<file path="src/hw/rtl/ftms_pkg.sv">
`timescale 1ns / 1ps
// ----------------------------------------------------------------------------
// ftms_pkg
// Shared types, constants and width helpers for the four-trait mean and
// standard deviation block.
// ----------------------------------------------------------------------------
package ftms_pkg;

  localparam int FIELD_W        = 16;
  localparam int N_TRAITS       = 4;
  localparam int TRAIT_IDX_W    = $clog2(N_TRAITS);
  localparam int MAX_ITEMS_DEF  = 4096;
  localparam int TRAIT_BITS_DEF = 16;

  // Effective trait width: the low TRAIT_BITS bits of a 16-bit field.
  function automatic int x_width(input int trait_bits);
    return (trait_bits < FIELD_W) ? trait_bits : FIELD_W;
  endfunction

  // Record counter width, wide enough to hold the maximum count itself.
  function automatic int cnt_width(input int max_items);
    return $clog2(max_items + 1);
  endfunction

  typedef struct packed {
    logic [FIELD_W-1:0] trait_mut_a;
    logic [FIELD_W-1:0] trait_mut_b;
    logic [FIELD_W-1:0] trait_switch;
    logic [FIELD_W-1:0] trait_env;
    logic               last_record;
  } rec_t;

  typedef struct packed {
    logic [FIELD_W-1:0] mean_mut_a;
    logic [FIELD_W-1:0] sd_mut_a;
    logic [FIELD_W-1:0] mean_mut_b;
    logic [FIELD_W-1:0] sd_mut_b;
    logic [FIELD_W-1:0] mean_switch;
    logic [FIELD_W-1:0] sd_switch;
    logic [FIELD_W-1:0] mean_env;
    logic [FIELD_W-1:0] sd_env;
    logic               overflowed;
  } res_t;

  typedef enum logic [3:0] {
    S_ACCUM,
    S_LD_NQ,
    S_MUL_NQ,
    S_LD_SS,
    S_MUL_SS,
    S_DIV,
    S_LD_ROOT,
    S_ROOT,
    S_STORE,
    S_DONE
  } ftms_state_t;

  typedef enum logic [3:0] {
    OP_NONE,
    OP_LD_NQ,
    OP_MUL_ADD,
    OP_LD_SS,
    OP_MUL_SUB,
    OP_DIV,
    OP_LD_ROOT,
    OP_ROOT,
    OP_STORE
  } dp_op_t;

  typedef struct packed {
    dp_op_t                 op;
    logic [TRAIT_IDX_W-1:0] trait;
    logic                   accum;
    logic                   load_out;
  } ftms_cmd_t;

endpackage

</file>
<file path="src/hw/rtl/four_trait_mean_and_std_dev.sv">
`timescale 1ns / 1ps
// ----------------------------------------------------------------------------
// four_trait_mean_and_std_dev
// Population mean and standard deviation of four Q0.16 traits.
// ----------------------------------------------------------------------------
// Records are taken one per cycle while the block accumulates; each adds its
// four traits to running sums and sums of squares. Records beyond MAX_ITEMS
// are dropped and flag the result. The record that carries last_record
// closes the population: input then stalls while one shared shift-add
// multiplier, restoring divider and digit-by-digit root unit walk the four
// traits in turn (multiply, multiply-subtract, divide, root and mean divide,
// store), on X_W = min(TRAIT_BITS,16) bits with CNT_W = clog2(MAX_ITEMS+1)
// and SUM_W = X_W + CNT_W. The result beat then sits in an output register
// while the next population is already accepted.
// ----------------------------------------------------------------------------
module four_trait_mean_and_std_dev #(
  parameter int MAX_ITEMS  = ftms_pkg::MAX_ITEMS_DEF,
  parameter int TRAIT_BITS = ftms_pkg::TRAIT_BITS_DEF
) (
  input  logic           clk,
  input  logic           rst,
  input  logic           rec_valid,
  output logic           rec_ready,
  input  ftms_pkg::rec_t rec_data,
  output logic           res_valid,
  input  logic           res_ready,
  output ftms_pkg::res_t res_data
);

  ftms_pkg::ftms_cmd_t cmd;

  ftms_ctrl #(
    .MAX_ITEMS  (MAX_ITEMS),
    .TRAIT_BITS (TRAIT_BITS)
  ) u_ctrl (
    .clk       (clk),
    .rst       (rst),
    .rec_valid (rec_valid),
    .rec_last  (rec_data.last_record),
    .rec_ready (rec_ready),
    .res_valid (res_valid),
    .res_ready (res_ready),
    .cmd       (cmd)
  );

  ftms_dp #(
    .MAX_ITEMS  (MAX_ITEMS),
    .TRAIT_BITS (TRAIT_BITS)
  ) u_dp (
    .clk      (clk),
    .rst      (rst),
    .cmd      (cmd),
    .rec_data (rec_data),
    .res_data (res_data)
  );

endmodule

</file>
<file path="src/hw/rtl/ftms_ctrl.sv">
`timescale 1ns / 1ps
// ----------------------------------------------------------------------------
// ftms_ctrl
// Sequencer: takes records, then walks each trait through multiply,
// divide and root phases and hands the result to the output register.
// ----------------------------------------------------------------------------
module ftms_ctrl #(
  parameter int MAX_ITEMS  = ftms_pkg::MAX_ITEMS_DEF,
  parameter int TRAIT_BITS = ftms_pkg::TRAIT_BITS_DEF
) (
  input  logic                clk,
  input  logic                rst,
  input  logic                rec_valid,
  input  logic                rec_last,
  output logic                rec_ready,
  output logic                res_valid,
  input  logic                res_ready,
  output ftms_pkg::ftms_cmd_t cmd
);

  localparam int X_W    = ftms_pkg::x_width(TRAIT_BITS);
  localparam int CNT_W  = ftms_pkg::cnt_width(MAX_ITEMS);
  localparam int SUM_W  = X_W + CNT_W;
  localparam int Q_W    = 2 * X_W;
  localparam int MAXS   = (SUM_W > Q_W) ? SUM_W : Q_W;
  localparam int STEP_W = $clog2(MAXS);

  localparam logic [STEP_W-1:0] LAST_NQ   = STEP_W'(CNT_W - 1);
  localparam logic [STEP_W-1:0] LAST_SS   = STEP_W'(SUM_W - 1);
  localparam logic [STEP_W-1:0] LAST_DIV  = STEP_W'(Q_W - 1);
  localparam logic [STEP_W-1:0] LAST_ROOT = STEP_W'(X_W - 1);
  localparam logic [ftms_pkg::TRAIT_IDX_W-1:0] LAST_TRAIT =
    ftms_pkg::TRAIT_IDX_W'(ftms_pkg::N_TRAITS - 1);

  ftms_pkg::ftms_state_t state, state_next;
  logic [STEP_W-1:0] step, step_next;
  logic [ftms_pkg::TRAIT_IDX_W-1:0] trait, trait_next;

  always_ff @(posedge clk) begin
    if (rst) begin
      state     <= ftms_pkg::S_ACCUM;
      step      <= '0;
      trait     <= '0;
      res_valid <= 1'b0;
    end else begin
      state <= state_next;
      step  <= step_next;
      trait <= trait_next;
      if (cmd.load_out) begin
        res_valid <= 1'b1;
      end else if (res_ready) begin
        res_valid <= 1'b0;
      end
    end
  end

  always_comb begin
    state_next   = state;
    step_next    = step;
    trait_next   = trait;
    rec_ready    = 1'b0;
    cmd.op       = ftms_pkg::OP_NONE;
    cmd.trait    = trait;
    cmd.accum    = 1'b0;
    cmd.load_out = 1'b0;
    unique case (state)
      ftms_pkg::S_ACCUM: begin
        rec_ready = 1'b1;
        cmd.accum = rec_valid;
        if (rec_valid && rec_last) begin
          trait_next = '0;
          state_next = ftms_pkg::S_LD_NQ;
        end
      end
      ftms_pkg::S_LD_NQ: begin
        cmd.op     = ftms_pkg::OP_LD_NQ;
        step_next  = '0;
        state_next = ftms_pkg::S_MUL_NQ;
      end
      ftms_pkg::S_MUL_NQ: begin
        cmd.op = ftms_pkg::OP_MUL_ADD;
        if (step == LAST_NQ) begin
          step_next  = '0;
          state_next = ftms_pkg::S_LD_SS;
        end else begin
          step_next = step + STEP_W'(1);
        end
      end
      ftms_pkg::S_LD_SS: begin
        cmd.op     = ftms_pkg::OP_LD_SS;
        state_next = ftms_pkg::S_MUL_SS;
      end
      ftms_pkg::S_MUL_SS: begin
        cmd.op = ftms_pkg::OP_MUL_SUB;
        if (step == LAST_SS) begin
          step_next  = '0;
          state_next = ftms_pkg::S_DIV;
        end else begin
          step_next = step + STEP_W'(1);
        end
      end
      ftms_pkg::S_DIV: begin
        cmd.op = ftms_pkg::OP_DIV;
        if (step == LAST_DIV) begin
          step_next  = '0;
          state_next = ftms_pkg::S_LD_ROOT;
        end else begin
          step_next = step + STEP_W'(1);
        end
      end
      ftms_pkg::S_LD_ROOT: begin
        cmd.op     = ftms_pkg::OP_LD_ROOT;
        state_next = ftms_pkg::S_ROOT;
      end
      ftms_pkg::S_ROOT: begin
        cmd.op = ftms_pkg::OP_ROOT;
        if (step == LAST_ROOT) begin
          step_next  = '0;
          state_next = ftms_pkg::S_STORE;
        end else begin
          step_next = step + STEP_W'(1);
        end
      end
      ftms_pkg::S_STORE: begin
        cmd.op = ftms_pkg::OP_STORE;
        if (trait == LAST_TRAIT) begin
          state_next = ftms_pkg::S_DONE;
        end else begin
          trait_next = trait + ftms_pkg::TRAIT_IDX_W'(1);
          state_next = ftms_pkg::S_LD_NQ;
        end
      end
      ftms_pkg::S_DONE: begin
        // hold until the output register is free
        if (!res_valid || res_ready) begin
          cmd.load_out = 1'b1;
          state_next   = ftms_pkg::S_ACCUM;
        end
      end
      default: begin
        state_next = ftms_pkg::S_ACCUM;
      end
    endcase
  end

  a_no_overwrite: assert property (@(posedge clk) disable iff (rst)
    cmd.load_out |-> (!res_valid || res_ready))
    else $error("result loaded over a pending beat");

  a_last_stops_input: assert property (@(posedge clk) disable iff (rst)
    (rec_valid && rec_ready && rec_last) |=> !rec_ready)
    else $error("input still open after last record");

  a_load_shows: assert property (@(posedge clk) disable iff (rst)
    cmd.load_out |=> res_valid)
    else $error("loaded result not presented");

endmodule

</file>
<file path="src/hw/rtl/ftms_dp.sv">
`timescale 1ns / 1ps
// ----------------------------------------------------------------------------
// ftms_dp
// Accumulators, shift-add multiplier, restoring divider, digit-by-digit
// square root, mean divider and the output register.
// ----------------------------------------------------------------------------
module ftms_dp #(
  parameter int MAX_ITEMS  = ftms_pkg::MAX_ITEMS_DEF,
  parameter int TRAIT_BITS = ftms_pkg::TRAIT_BITS_DEF
) (
  input  logic                clk,
  input  logic                rst,
  input  ftms_pkg::ftms_cmd_t cmd,
  input  ftms_pkg::rec_t      rec_data,
  output ftms_pkg::res_t      res_data
);

  localparam int X_W   = ftms_pkg::x_width(TRAIT_BITS);
  localparam int CNT_W = ftms_pkg::cnt_width(MAX_ITEMS);
  localparam int SUM_W = X_W + CNT_W;
  localparam int SQ_W  = 2 * X_W + CNT_W;
  localparam int NN_W  = 2 * CNT_W;
  localparam int Q_W   = 2 * X_W;
  localparam int NUM_W = NN_W + Q_W;
  localparam int NT    = ftms_pkg::N_TRAITS;
  localparam logic [CNT_W-1:0] MAX_CNT = CNT_W'(MAX_ITEMS);

  logic [CNT_W-1:0] count;
  logic             overflow_flag;
  logic [SUM_W-1:0] trait_sum [NT];
  logic [SQ_W-1:0]  trait_sum_sq [NT];
  logic [NN_W-1:0]  nn;

  logic [X_W-1:0]   x   [NT];
  logic [Q_W-1:0]   sqr [NT];
  logic             full;

  always_comb begin
    x[0] = rec_data.trait_mut_a[X_W-1:0];
    x[1] = rec_data.trait_mut_b[X_W-1:0];
    x[2] = rec_data.trait_switch[X_W-1:0];
    x[3] = rec_data.trait_env[X_W-1:0];
    for (int t = 0; t < NT; t++) begin
      sqr[t] = Q_W'(x[t]) * Q_W'(x[t]);
    end
    full = (count >= MAX_CNT);
  end

  always_ff @(posedge clk) begin
    if (rst || cmd.load_out) begin
      count         <= '0;
      overflow_flag <= 1'b0;
      for (int t = 0; t < NT; t++) begin
        trait_sum[t]    <= '0;
        trait_sum_sq[t] <= '0;
      end
    end else if (cmd.accum) begin
      if (full) begin
        // drop the record, remember it
        overflow_flag <= 1'b1;
      end else begin
        count <= count + CNT_W'(1);
        for (int t = 0; t < NT; t++) begin
          trait_sum[t]    <= trait_sum[t] + SUM_W'(x[t]);
          trait_sum_sq[t] <= trait_sum_sq[t] + SQ_W'(sqr[t]);
        end
      end
    end
  end

  always_ff @(posedge clk) begin
    nn <= NN_W'(count) * NN_W'(count);
  end

  // Compute path
  logic [NUM_W-1:0] num;
  logic [NUM_W-1:0] mc;
  logic [SUM_W-1:0] mp;
  logic [SUM_W-1:0] cur_sum;
  logic [SQ_W-1:0]  cur_sq;

  logic [NN_W-1:0]  div_hi;
  logic [NN_W:0]    div_r2;
  logic [NN_W:0]    div_diff;
  logic             div_ge;
  logic [NN_W-1:0]  div_rem;

  logic [X_W:0]     rt_rem;
  logic [X_W-1:0]   root;
  logic [X_W+2:0]   rt_sh;
  logic [X_W+2:0]   rt_trial;
  logic [X_W+2:0]   rt_diff;
  logic             rt_ge;

  logic [SUM_W-1:0] mdiv;
  logic [CNT_W:0]   md_r2;
  logic [CNT_W:0]   md_diff;
  logic             md_ge;

  logic [X_W-1:0]   mean_q [NT];
  logic [X_W-1:0]   sd_q   [NT];

  always_comb begin
    cur_sum = trait_sum[cmd.trait];
    cur_sq  = trait_sum_sq[cmd.trait];

    div_hi   = num[NUM_W-1:Q_W];
    div_r2   = {div_hi, num[Q_W-1]};
    div_diff = div_r2 - {1'b0, nn};
    div_ge   = (div_r2 >= {1'b0, nn});
    div_rem  = div_ge ? div_diff[NN_W-1:0] : div_r2[NN_W-1:0];

    rt_sh    = {rt_rem, num[Q_W-1:Q_W-2]};
    rt_trial = {1'b0, root, 2'b01};
    rt_diff  = rt_sh - rt_trial;
    rt_ge    = (rt_sh >= rt_trial);

    md_r2   = {mdiv[SUM_W-1:X_W], mdiv[X_W-1]};
    md_diff = md_r2 - {1'b0, count};
    md_ge   = (md_r2 >= {1'b0, count});
  end

  always_ff @(posedge clk) begin
    unique case (cmd.op)
      ftms_pkg::OP_LD_NQ: begin
        num <= '0;
        mc  <= NUM_W'(cur_sq);
        mp  <= SUM_W'(count);
      end
      ftms_pkg::OP_MUL_ADD: begin
        if (mp[0]) begin
          num <= num + mc;
        end
        mc <= mc << 1;
        mp <= mp >> 1;
      end
      ftms_pkg::OP_LD_SS: begin
        mc <= NUM_W'(cur_sum);
        mp <= cur_sum;
      end
      ftms_pkg::OP_MUL_SUB: begin
        // partial differences never go below the final one, which is >= 0
        if (mp[0]) begin
          num <= num - mc;
        end
        mc <= mc << 1;
        mp <= mp >> 1;
      end
      ftms_pkg::OP_DIV: begin
        num <= {div_rem, num[Q_W-2:0], div_ge};
      end
      ftms_pkg::OP_LD_ROOT: begin
        rt_rem <= '0;
        root   <= '0;
        mdiv   <= cur_sum;
      end
      ftms_pkg::OP_ROOT: begin
        // advance the root and the mean divider together
        num    <= num << 2;
        rt_rem <= rt_ge ? rt_diff[X_W:0] : rt_sh[X_W:0];
        root   <= {root[X_W-2:0], rt_ge};
        mdiv   <= {(md_ge ? md_diff[CNT_W-1:0] : md_r2[CNT_W-1:0]),
                   mdiv[X_W-2:0], md_ge};
      end
      ftms_pkg::OP_STORE: begin
        mean_q[cmd.trait] <= mdiv[X_W-1:0];
        sd_q[cmd.trait]   <= root;
      end
      default: begin
      end
    endcase
  end

  always_ff @(posedge clk) begin
    if (cmd.load_out) begin
      res_data.mean_mut_a  <= ftms_pkg::FIELD_W'(mean_q[0]);
      res_data.sd_mut_a    <= ftms_pkg::FIELD_W'(sd_q[0]);
      res_data.mean_mut_b  <= ftms_pkg::FIELD_W'(mean_q[1]);
      res_data.sd_mut_b    <= ftms_pkg::FIELD_W'(sd_q[1]);
      res_data.mean_switch <= ftms_pkg::FIELD_W'(mean_q[2]);
      res_data.sd_switch   <= ftms_pkg::FIELD_W'(sd_q[2]);
      res_data.mean_env    <= ftms_pkg::FIELD_W'(mean_q[3]);
      res_data.sd_env      <= ftms_pkg::FIELD_W'(sd_q[3]);
      res_data.overflowed  <= overflow_flag;
    end
  end

  a_count_bound: assert property (@(posedge clk) disable iff (rst)
    count <= MAX_CNT)
    else $error("record count past maximum");

  a_div_rem: assert property (@(posedge clk) disable iff (rst)
    (cmd.op == ftms_pkg::OP_DIV) |-> (div_hi < nn))
    else $error("variance quotient does not fit");

endmodule
</file>
<file path="config.mk">
export PLATFORM = sky130hd
export DESIGN_NAME = four_trait_mean_and_std_dev
export DESIGN_NICKNAME = d
export VERILOG_FILES = /design/src/hw/rtl/ftms_pkg.sv /design/src/hw/rtl/four_trait_mean_and_std_dev.sv /design/src/hw/rtl/ftms_ctrl.sv /design/src/hw/rtl/ftms_dp.sv
export SDC_FILE = /design/constraint.sdc
export NUM_CORES = 2
export LEC_CHECK = 0
export BUFFER_PORTS_ARGS = -buffer_cell sky130_fd_sc_hd__buf_2
export CAP_MARGIN = 20
export CORE_MARGIN = 4
export CORE_UTILIZATION = 65
export DETAILED_ROUTE_END_ITERATION = 7
export PLACE_DENSITY = 0.92
export SETUP_SLACK_MARGIN = 0.4
export SLEW_MARGIN = 10
export SYNTH_ARGS = -nofsm -noshare
export SYNTH_HDL_FRONTEND = slang
export SYNTH_SLANG_ARGS = --single-unit
</file>
<file path="constraint.sdc">
create_clock -name clk -period 25.3 [get_ports clk]
set_clock_uncertainty 0.1 [all_clocks]
set_input_delay 0 -clock clk [delete_from_list [all_inputs] [get_ports clk]]
set_output_delay 0 -clock clk [all_outputs]
set_load 0.03 [all_outputs]
</file>
==> After elaboration in Yosys (flattened, before gate mapping) <==
Memory sizes are Yosys's and may differ from the RTL's. A register that Yosys moved wholly into a read port is not among the register bits.
Index checks and enable logic that the tools add are counted.
{ "word_totals": {"output_inout_bits": 131, "rom_bits": 0, "latchBits": 0, "ram_bits": 424, "in_bits": 69, "register_bits": 260, "n_memories": 4, "wordCells": 154} }
{ "op_classes": {"n_shift": 0, "order_cmp": 4, "n_mux": 54, "n_eq_ne": 31, "div": 0, "n_bitwise": 9, "add_sub_neg": 16, "mul": 5, "n_reduce_logical": 17} }
{ "memory_table": {"columns": ["memory", "depth", "width", "read_ports", "rd_clocked_by_memory_dff", "write_ports", "line_no", "source"], "rows": [
  ["u_dp.trait_sum_sq", 4, 45, 5, 1, 4, "ftms_dp.sv:31", "logic [SQ_W-1:0] trait_sum_sq [NT];"],
  ["u_dp.trait_sum", 4, 29, 5, 1, 4, "ftms_dp.sv:30", "logic [SUM_W-1:0] trait_sum [NT];"],
  ["u_dp.mean_q", 4, 16, 4, 4, 1, "ftms_dp.sv:100", "logic [X_W-1:0] mean_q [NT];"],
  ["u_dp.sd_q", 4, 16, 4, 4, 1, "ftms_dp.sv:101", "logic [X_W-1:0] sd_q [NT];"]
]} }
{ "ops": {"columns": ["cell", "n"], "rows": [
  ["one-hot mux 58 bit (5 select lines)", 1],
  ["adder 45 x 32 -> 45 bit", 4],
  ["two-way mux 45 bit", 4],
  ["one-hot mux 58 bit (3 select lines)", 1],
  ["multiplier 16 x 16 -> 32 bit", 4],
  ["adder 29 x 16 -> 29 bit", 4],
  ["two-way mux 29 bit", 4],
  ["two-way mux 58 bit", 2],
  ["one-hot mux 29 bit (3 select lines)", 1],
  ["adder 58 bit", 1],
  ["one-hot mux 29 bit (2 select lines)", 1],
  ["subtractor 58 bit", 1],
  ["one-hot mux 4 bit (10 select lines)", 1],
  ["one-hot mux 17 bit (2 select lines)", 1],
  ["== test 4 x 3 -> 1 bit, second input constant", 8],
  ["one-hot mux 16 bit (2 select lines)", 1],
  ["one-hot mux 4 bit (8 select lines)", 1],
  ["two-way mux 4 bit", 7],
  ["greater-or-equal comparator 27 x 26 -> 1 bit", 1],
  ["multiplier 13 x 13 -> 26 bit", 1],
  ["two-way mux 26 bit", 1],
  ["subtractor 26 bit", 1],
  ["one-hot mux 5 bit (5 select lines)", 1],
  ["two-way mux 5 bit", 4],
  ["34 further kinds", 80]
]} }

==> Depth between registers and ports, before layout <==
{ "depth": {"word_depth": 8, "depth_mapped": 28, "mapped_depth_nobuf": 26} }

==> Cells and area by module <==
From an unflattened synthesis, not the netlist that was laid out.
{ "unflattened": {"cells_unflattened": 8048, "area_unflattened_um2": 80133.1} }
{ "by_module_without_submodules": {"columns": ["module", "area_per_inst_um2", "seq_area_each_um2", "cells_each", "n_inst"], "rows": [
  ["ftms_dp", 79224.7, 23602.6, 7935, 1],
  ["ftms_ctrl", 908.4, 240.2, 113, 1]
]} }

==> Least setup slack after synthesis <==
OpenSTA, ideal clock, no wires.
{ "synth_timing": {"path_kind": "register to register", "startpoint": "register u_ctrl.state[2]", "endpoint": "memory u_dp.trait_sum[0][0] (netlist bit), enable pin", "setup_ps": 535, "path_buffers": 2, "path_stages_with_launch": 7, "path_slack_ps": 13793, "arrival_ps": 10871, "required_time_ps": 24665, "period_less_slack_ps": 11507, "cell_sequence": "dfxtp_1 clkbuf_1 nand3b_1 nor2b_1 or2_2 clkbuf_1 or2_2"} }
{ "synth_lines": {"columns": ["item", "line_no", "source"], "rows": [
  ["start, declared", "ftms_ctrl.sv:35", "ftms_pkg::ftms_state_t state, state_next;"],
  ["start signal, assigned", "ftms_ctrl.sv:41", "state <= ftms_pkg::S_ACCUM;"],
  ["start signal, assigned", "ftms_ctrl.sv:46", "state <= state_next;"],
  ["end, declared", "ftms_dp.sv:30", null]
]} }

==> results.tsv <==
stage	metric	value	unit
logic_synthesis	dominant cells by area after synthesis	edfxtp_1 28%, fa_1 22%, ha_1 11%	
sta	Final Hold Fails	0	
finish	final instance area	0.0856	sq mm
sta	Tightest Pin Transition	1.15	ns
clocking	CTS clk-pin slew, worst paths	0.06	ns
finish	area delta synth->final	6.69	%
route	met2 WL	103000	um
clocking	clock sinks	813	
logic_synthesis	top cell type by total area after synthesis	edfxtp_1	
worst_setup_path	Worst Setup End Kind	register	
grt	antenna violations before repair	21	
clocking	worst skew pair latency	0.69	ns
sta	relative slew slack	23.6	%
sta	final setup fails	0	
clocking	maximum clock path buffer count	3	
worst_setup_path	RR Endpoint	u_dp.nn[25]$_DFF_P_	
clocking	CTS Hold Bufs	10	
clocking	H-tree levels	3	
logic_synthesis	Yosys Warn Count	0	
sta	setup TNS	0	ns
logic_synthesis	post-synth top area share	28.5	%
route	first-iteration detailed-routing DRC count	6404	
finish	Finished Core Util	70.0	%
hold_path	Hold Path Class	input port to register	
grt	number of global-route vias before repair	63100	
worst_setup_path	CP startpoint	rec_data[18]	
sta	fmax	0.137	GHz
worst_setup_path	R2R cell count	23	
sta	final setup margin	18.02	ns
floorplan	Ports	200	
floorplan	Die Y	359	um
place	port bufs	199	
clocking	TritonCTS buffer count	85	
route	detailed-route DRC error count	0	
floorplan	Die W	359	um
logic_synthesis	Post-synth EDFFs	760	
floorplan	CORE AREA	0.122	sq mm
route	via count	60200	
sta	fin crit period	7.28	ns
worst_setup_path	CP max FO	16	
grt	largest net degree at the start of global routing	176	
worst_setup_path	reg-to-reg critical path startpoint	u_dp.count[7]$_SDFFE_PP0P_	
route	wirelength, routed	218000	um
floorplan	Initial Utilization	65.6	%
sta	unrepaired setup endpoints after global routing	no	
finish	layout cells sized above 1	6.66	%
place	Area after DPL	0.0826	sq mm
sta	final period utilization	28.8	%
worst_setup_path	startpoint types	input port	
floorplan	Die ar.	0.129	sq mm
floorplan	cell row count	128	
logic_synthesis	Mapped Area	0.0802	sq mm
route	detailed-routing wirelength on met1	74700	um
grt	first-pass GRT wire length	343000	um
worst_setup_path	Worst Setup Path Type	input port to register	
route	wire length on met3	23600	um
logic_synthesis	Mean Syn Cell Area	10.0	sq um
route	WL per Instance	22.2	um
clocking	clk root buf	clkbuf_16	
place	pre-CTS WS	17.96	ns
logic_synthesis	Syn Nets	9646	
run_status	status	finished clean	
sta	max-slew violations	0	
worst_setup_path	arrival time worst endpoint	7.58	ns
route	Top Layer Used	met5	
clocking	TritonCTS clock tree	yes	
logic_synthesis	Async S/R FF share, synth	0	%
worst_setup_path	CP required	25.60	ns
grt	GR Util All Layers	33.7	%
route	post-route ant nets	0	
logic_synthesis	post-synthesis cell type count	100	
place	GPL Wtd Cong	0.998	
clocking	# resized after CTS	0	
run	Max-Cap Viols	0	
worst_setup_path	flop2flop setup slack	18.44	ns
route	total iterations of the first detailed-routing run	7	
route	via/cell ratio	6.15	
finish	Filler cells	8223	
logic_synthesis	register area share after synthesis	29.8	%
finish	Total Nets Final	9730	
logic_synthesis	flops & latches, synth	813	
place	DP HPWL	168000	um
logic_synthesis	ys flop type	edfxtp_1	
worst_setup_path	CP endpoint	u_dp.trait_sum_sq[2][43]$_SDFFCE_PN0P_	
grt	grt total ovfl	0	
logic_synthesis	Gate Count Post-Synth	8009	
clocking	post-CTS setup buffer count	0	
-- layout by cell type (no fill, tap or decap), types with 87 or more instances in the layout --
cell type  netlist  routed
fa_1           870     870
nand2_1        722     721
clkbuf_16        0      87
xnor2_1        265     265
edfxtp_1       760     760
and2_1         199     197
o21ai_0        222     222
xor2_1         178     178
inv_1         1642    1642
a21oi_1        328     328
buf_2            6     200
a21o_1         166     166
nor2_1         551     547
ha_1           698     698
-- area by class of cell --
class / instances / area (sq um) / share of cell area, %
multi-input cells: 5304 / 49300 / 57.6
flip-flops and latches: 813 / 23900 / 27.9
inverters: 1649 / 6190 / 7.23
clock buffers: 110 / 2300 / 2.69
well taps: 1625 / 2030 / 2.38
repair buffers: 240 / 1340 / 1.56
clock inverters: 48 / 518 / 0.605
diodes: 8 / 20.0 / 0.0234
-- worst min-delay path by stage --
| stage | from | to | cells past startpoint |
|---|---|---|---|
| 3_5_place_dp | rst | u_ctrl.state[2]$_SDFFE_PP0P_ | 2 |
| 3_3_place_gp | rst | u_ctrl.state[0]$_SDFFE_PP0P_ | 2 |
| 5_1_grt | rec_data[2] | u_dp.trait_sum[3][1]$_SDFFCE_PN0P_ | 4 |
| 4_1_cts | rec_data[59] | u_dp.trait_sum[0][10]$_SDFFCE_PN0P_ | 4 |
| 6_report | rec_data[50] | u_dp.trait_sum[0][1]$_SDFFCE_PN0P_ | 4 |
| 2_1_floorplan | rst | u_ctrl.step[1]$_SDFFE_PP0P_ | 1 |
-- kinds of logic after synthesis --
kind of cell / count (synthesis) / share of synthesized area [%]
simple gates: 2021 / 11.8
buf+inv: 1892 / 8.88
fa+ha+maj: 1568 / 32.6
compound gates: 1144 / 9.36
flops: 813 / 29.8
xor+xnor: 443 / 4.84
mux: 128 / 2.78
-- per-layer routing --
| layer | up-vias | track usage [%] |
|---|---|---|
| met3 | 931 | 7.96 |
| li1 | 26400 | - |
| met2 | 3569 | 55.4 |
| met1 | 29300 | 40.4 |
| met5 | - | 0 |
| met4 | 20 | 20.8 |
-- state kept, by name (all words and copies together) (netlist names), named ones only --
signal	flops
u_dp.trait_sum_sq	180
res_data	128
u_dp.trait_sum	116
u_dp.mean_q	64
u_dp.sd_q	64
u_dp.mc	58
u_dp.num	58
u_dp.mdiv	29
u_dp.mp	29
u_dp.nn	25
u_dp.rt_rem	17
u_dp.root	16
u_dp.count	13
u_ctrl.step	5
u_ctrl.state	4
u_ctrl.trait	2
u_ctrl.res_valid	1
u_dp.overflow_flag	1
u_dp.res_data	1
-- Yosys cell counts, types with 78 or more instances --
cell / instances
nor3_1: 86
o21ai_0: 222
a21oi_1: 328
and2_1: 199
nand3_1: 78
nand2_1: 722
edfxtp_1: 760
a22oi_1: 79
xnor2_1: 265
xor2_1: 178
a21o_1: 166
ha_1: 698
inv_1: 1642
clkbuf_1: 217
nor2_1: 551
fa_1: 870
-- worst max-delay path, cell delays in order --
cell	delay, ns
dlygate4sd3_1	0.52
buf_2	0.33
inv_1	0.19
nor2_1	0.20
inv_1	0.09
fa_1	0.48
fa_1	0.58
fa_1	0.45
fa_1	0.55
inv_1	0.05
fa_1	0.47
inv_1	0.05
fa_1	0.48
inv_1	0.04
ha_1	0.37
and4_1	0.29
and3_1	0.19
a21oi_1	0.22
a21oi_1	0.14
o31a_1	0.33
o311ai_0	0.59
a21oi_1	0.30
a31o_2	0.36
nand2_1	0.10
xor2_1	0.16
nor2_1	0.06
-- per-stage QoR --
stage | cells | hold WS, ns
2_1_floorplan | 8009 | -0.0309
3_3_place_gp | 9619 | 0.239
3_5_place_dp | 9619 | 0.250
4_1_cts | 9787 | 0.0328
5_1_grt | 9790 | 0.0844
6_report | 9797 | 0.0596
Power is not shown: default switching activity piles up to over one toggle a cycle in this logic, so the estimate is an artifact.
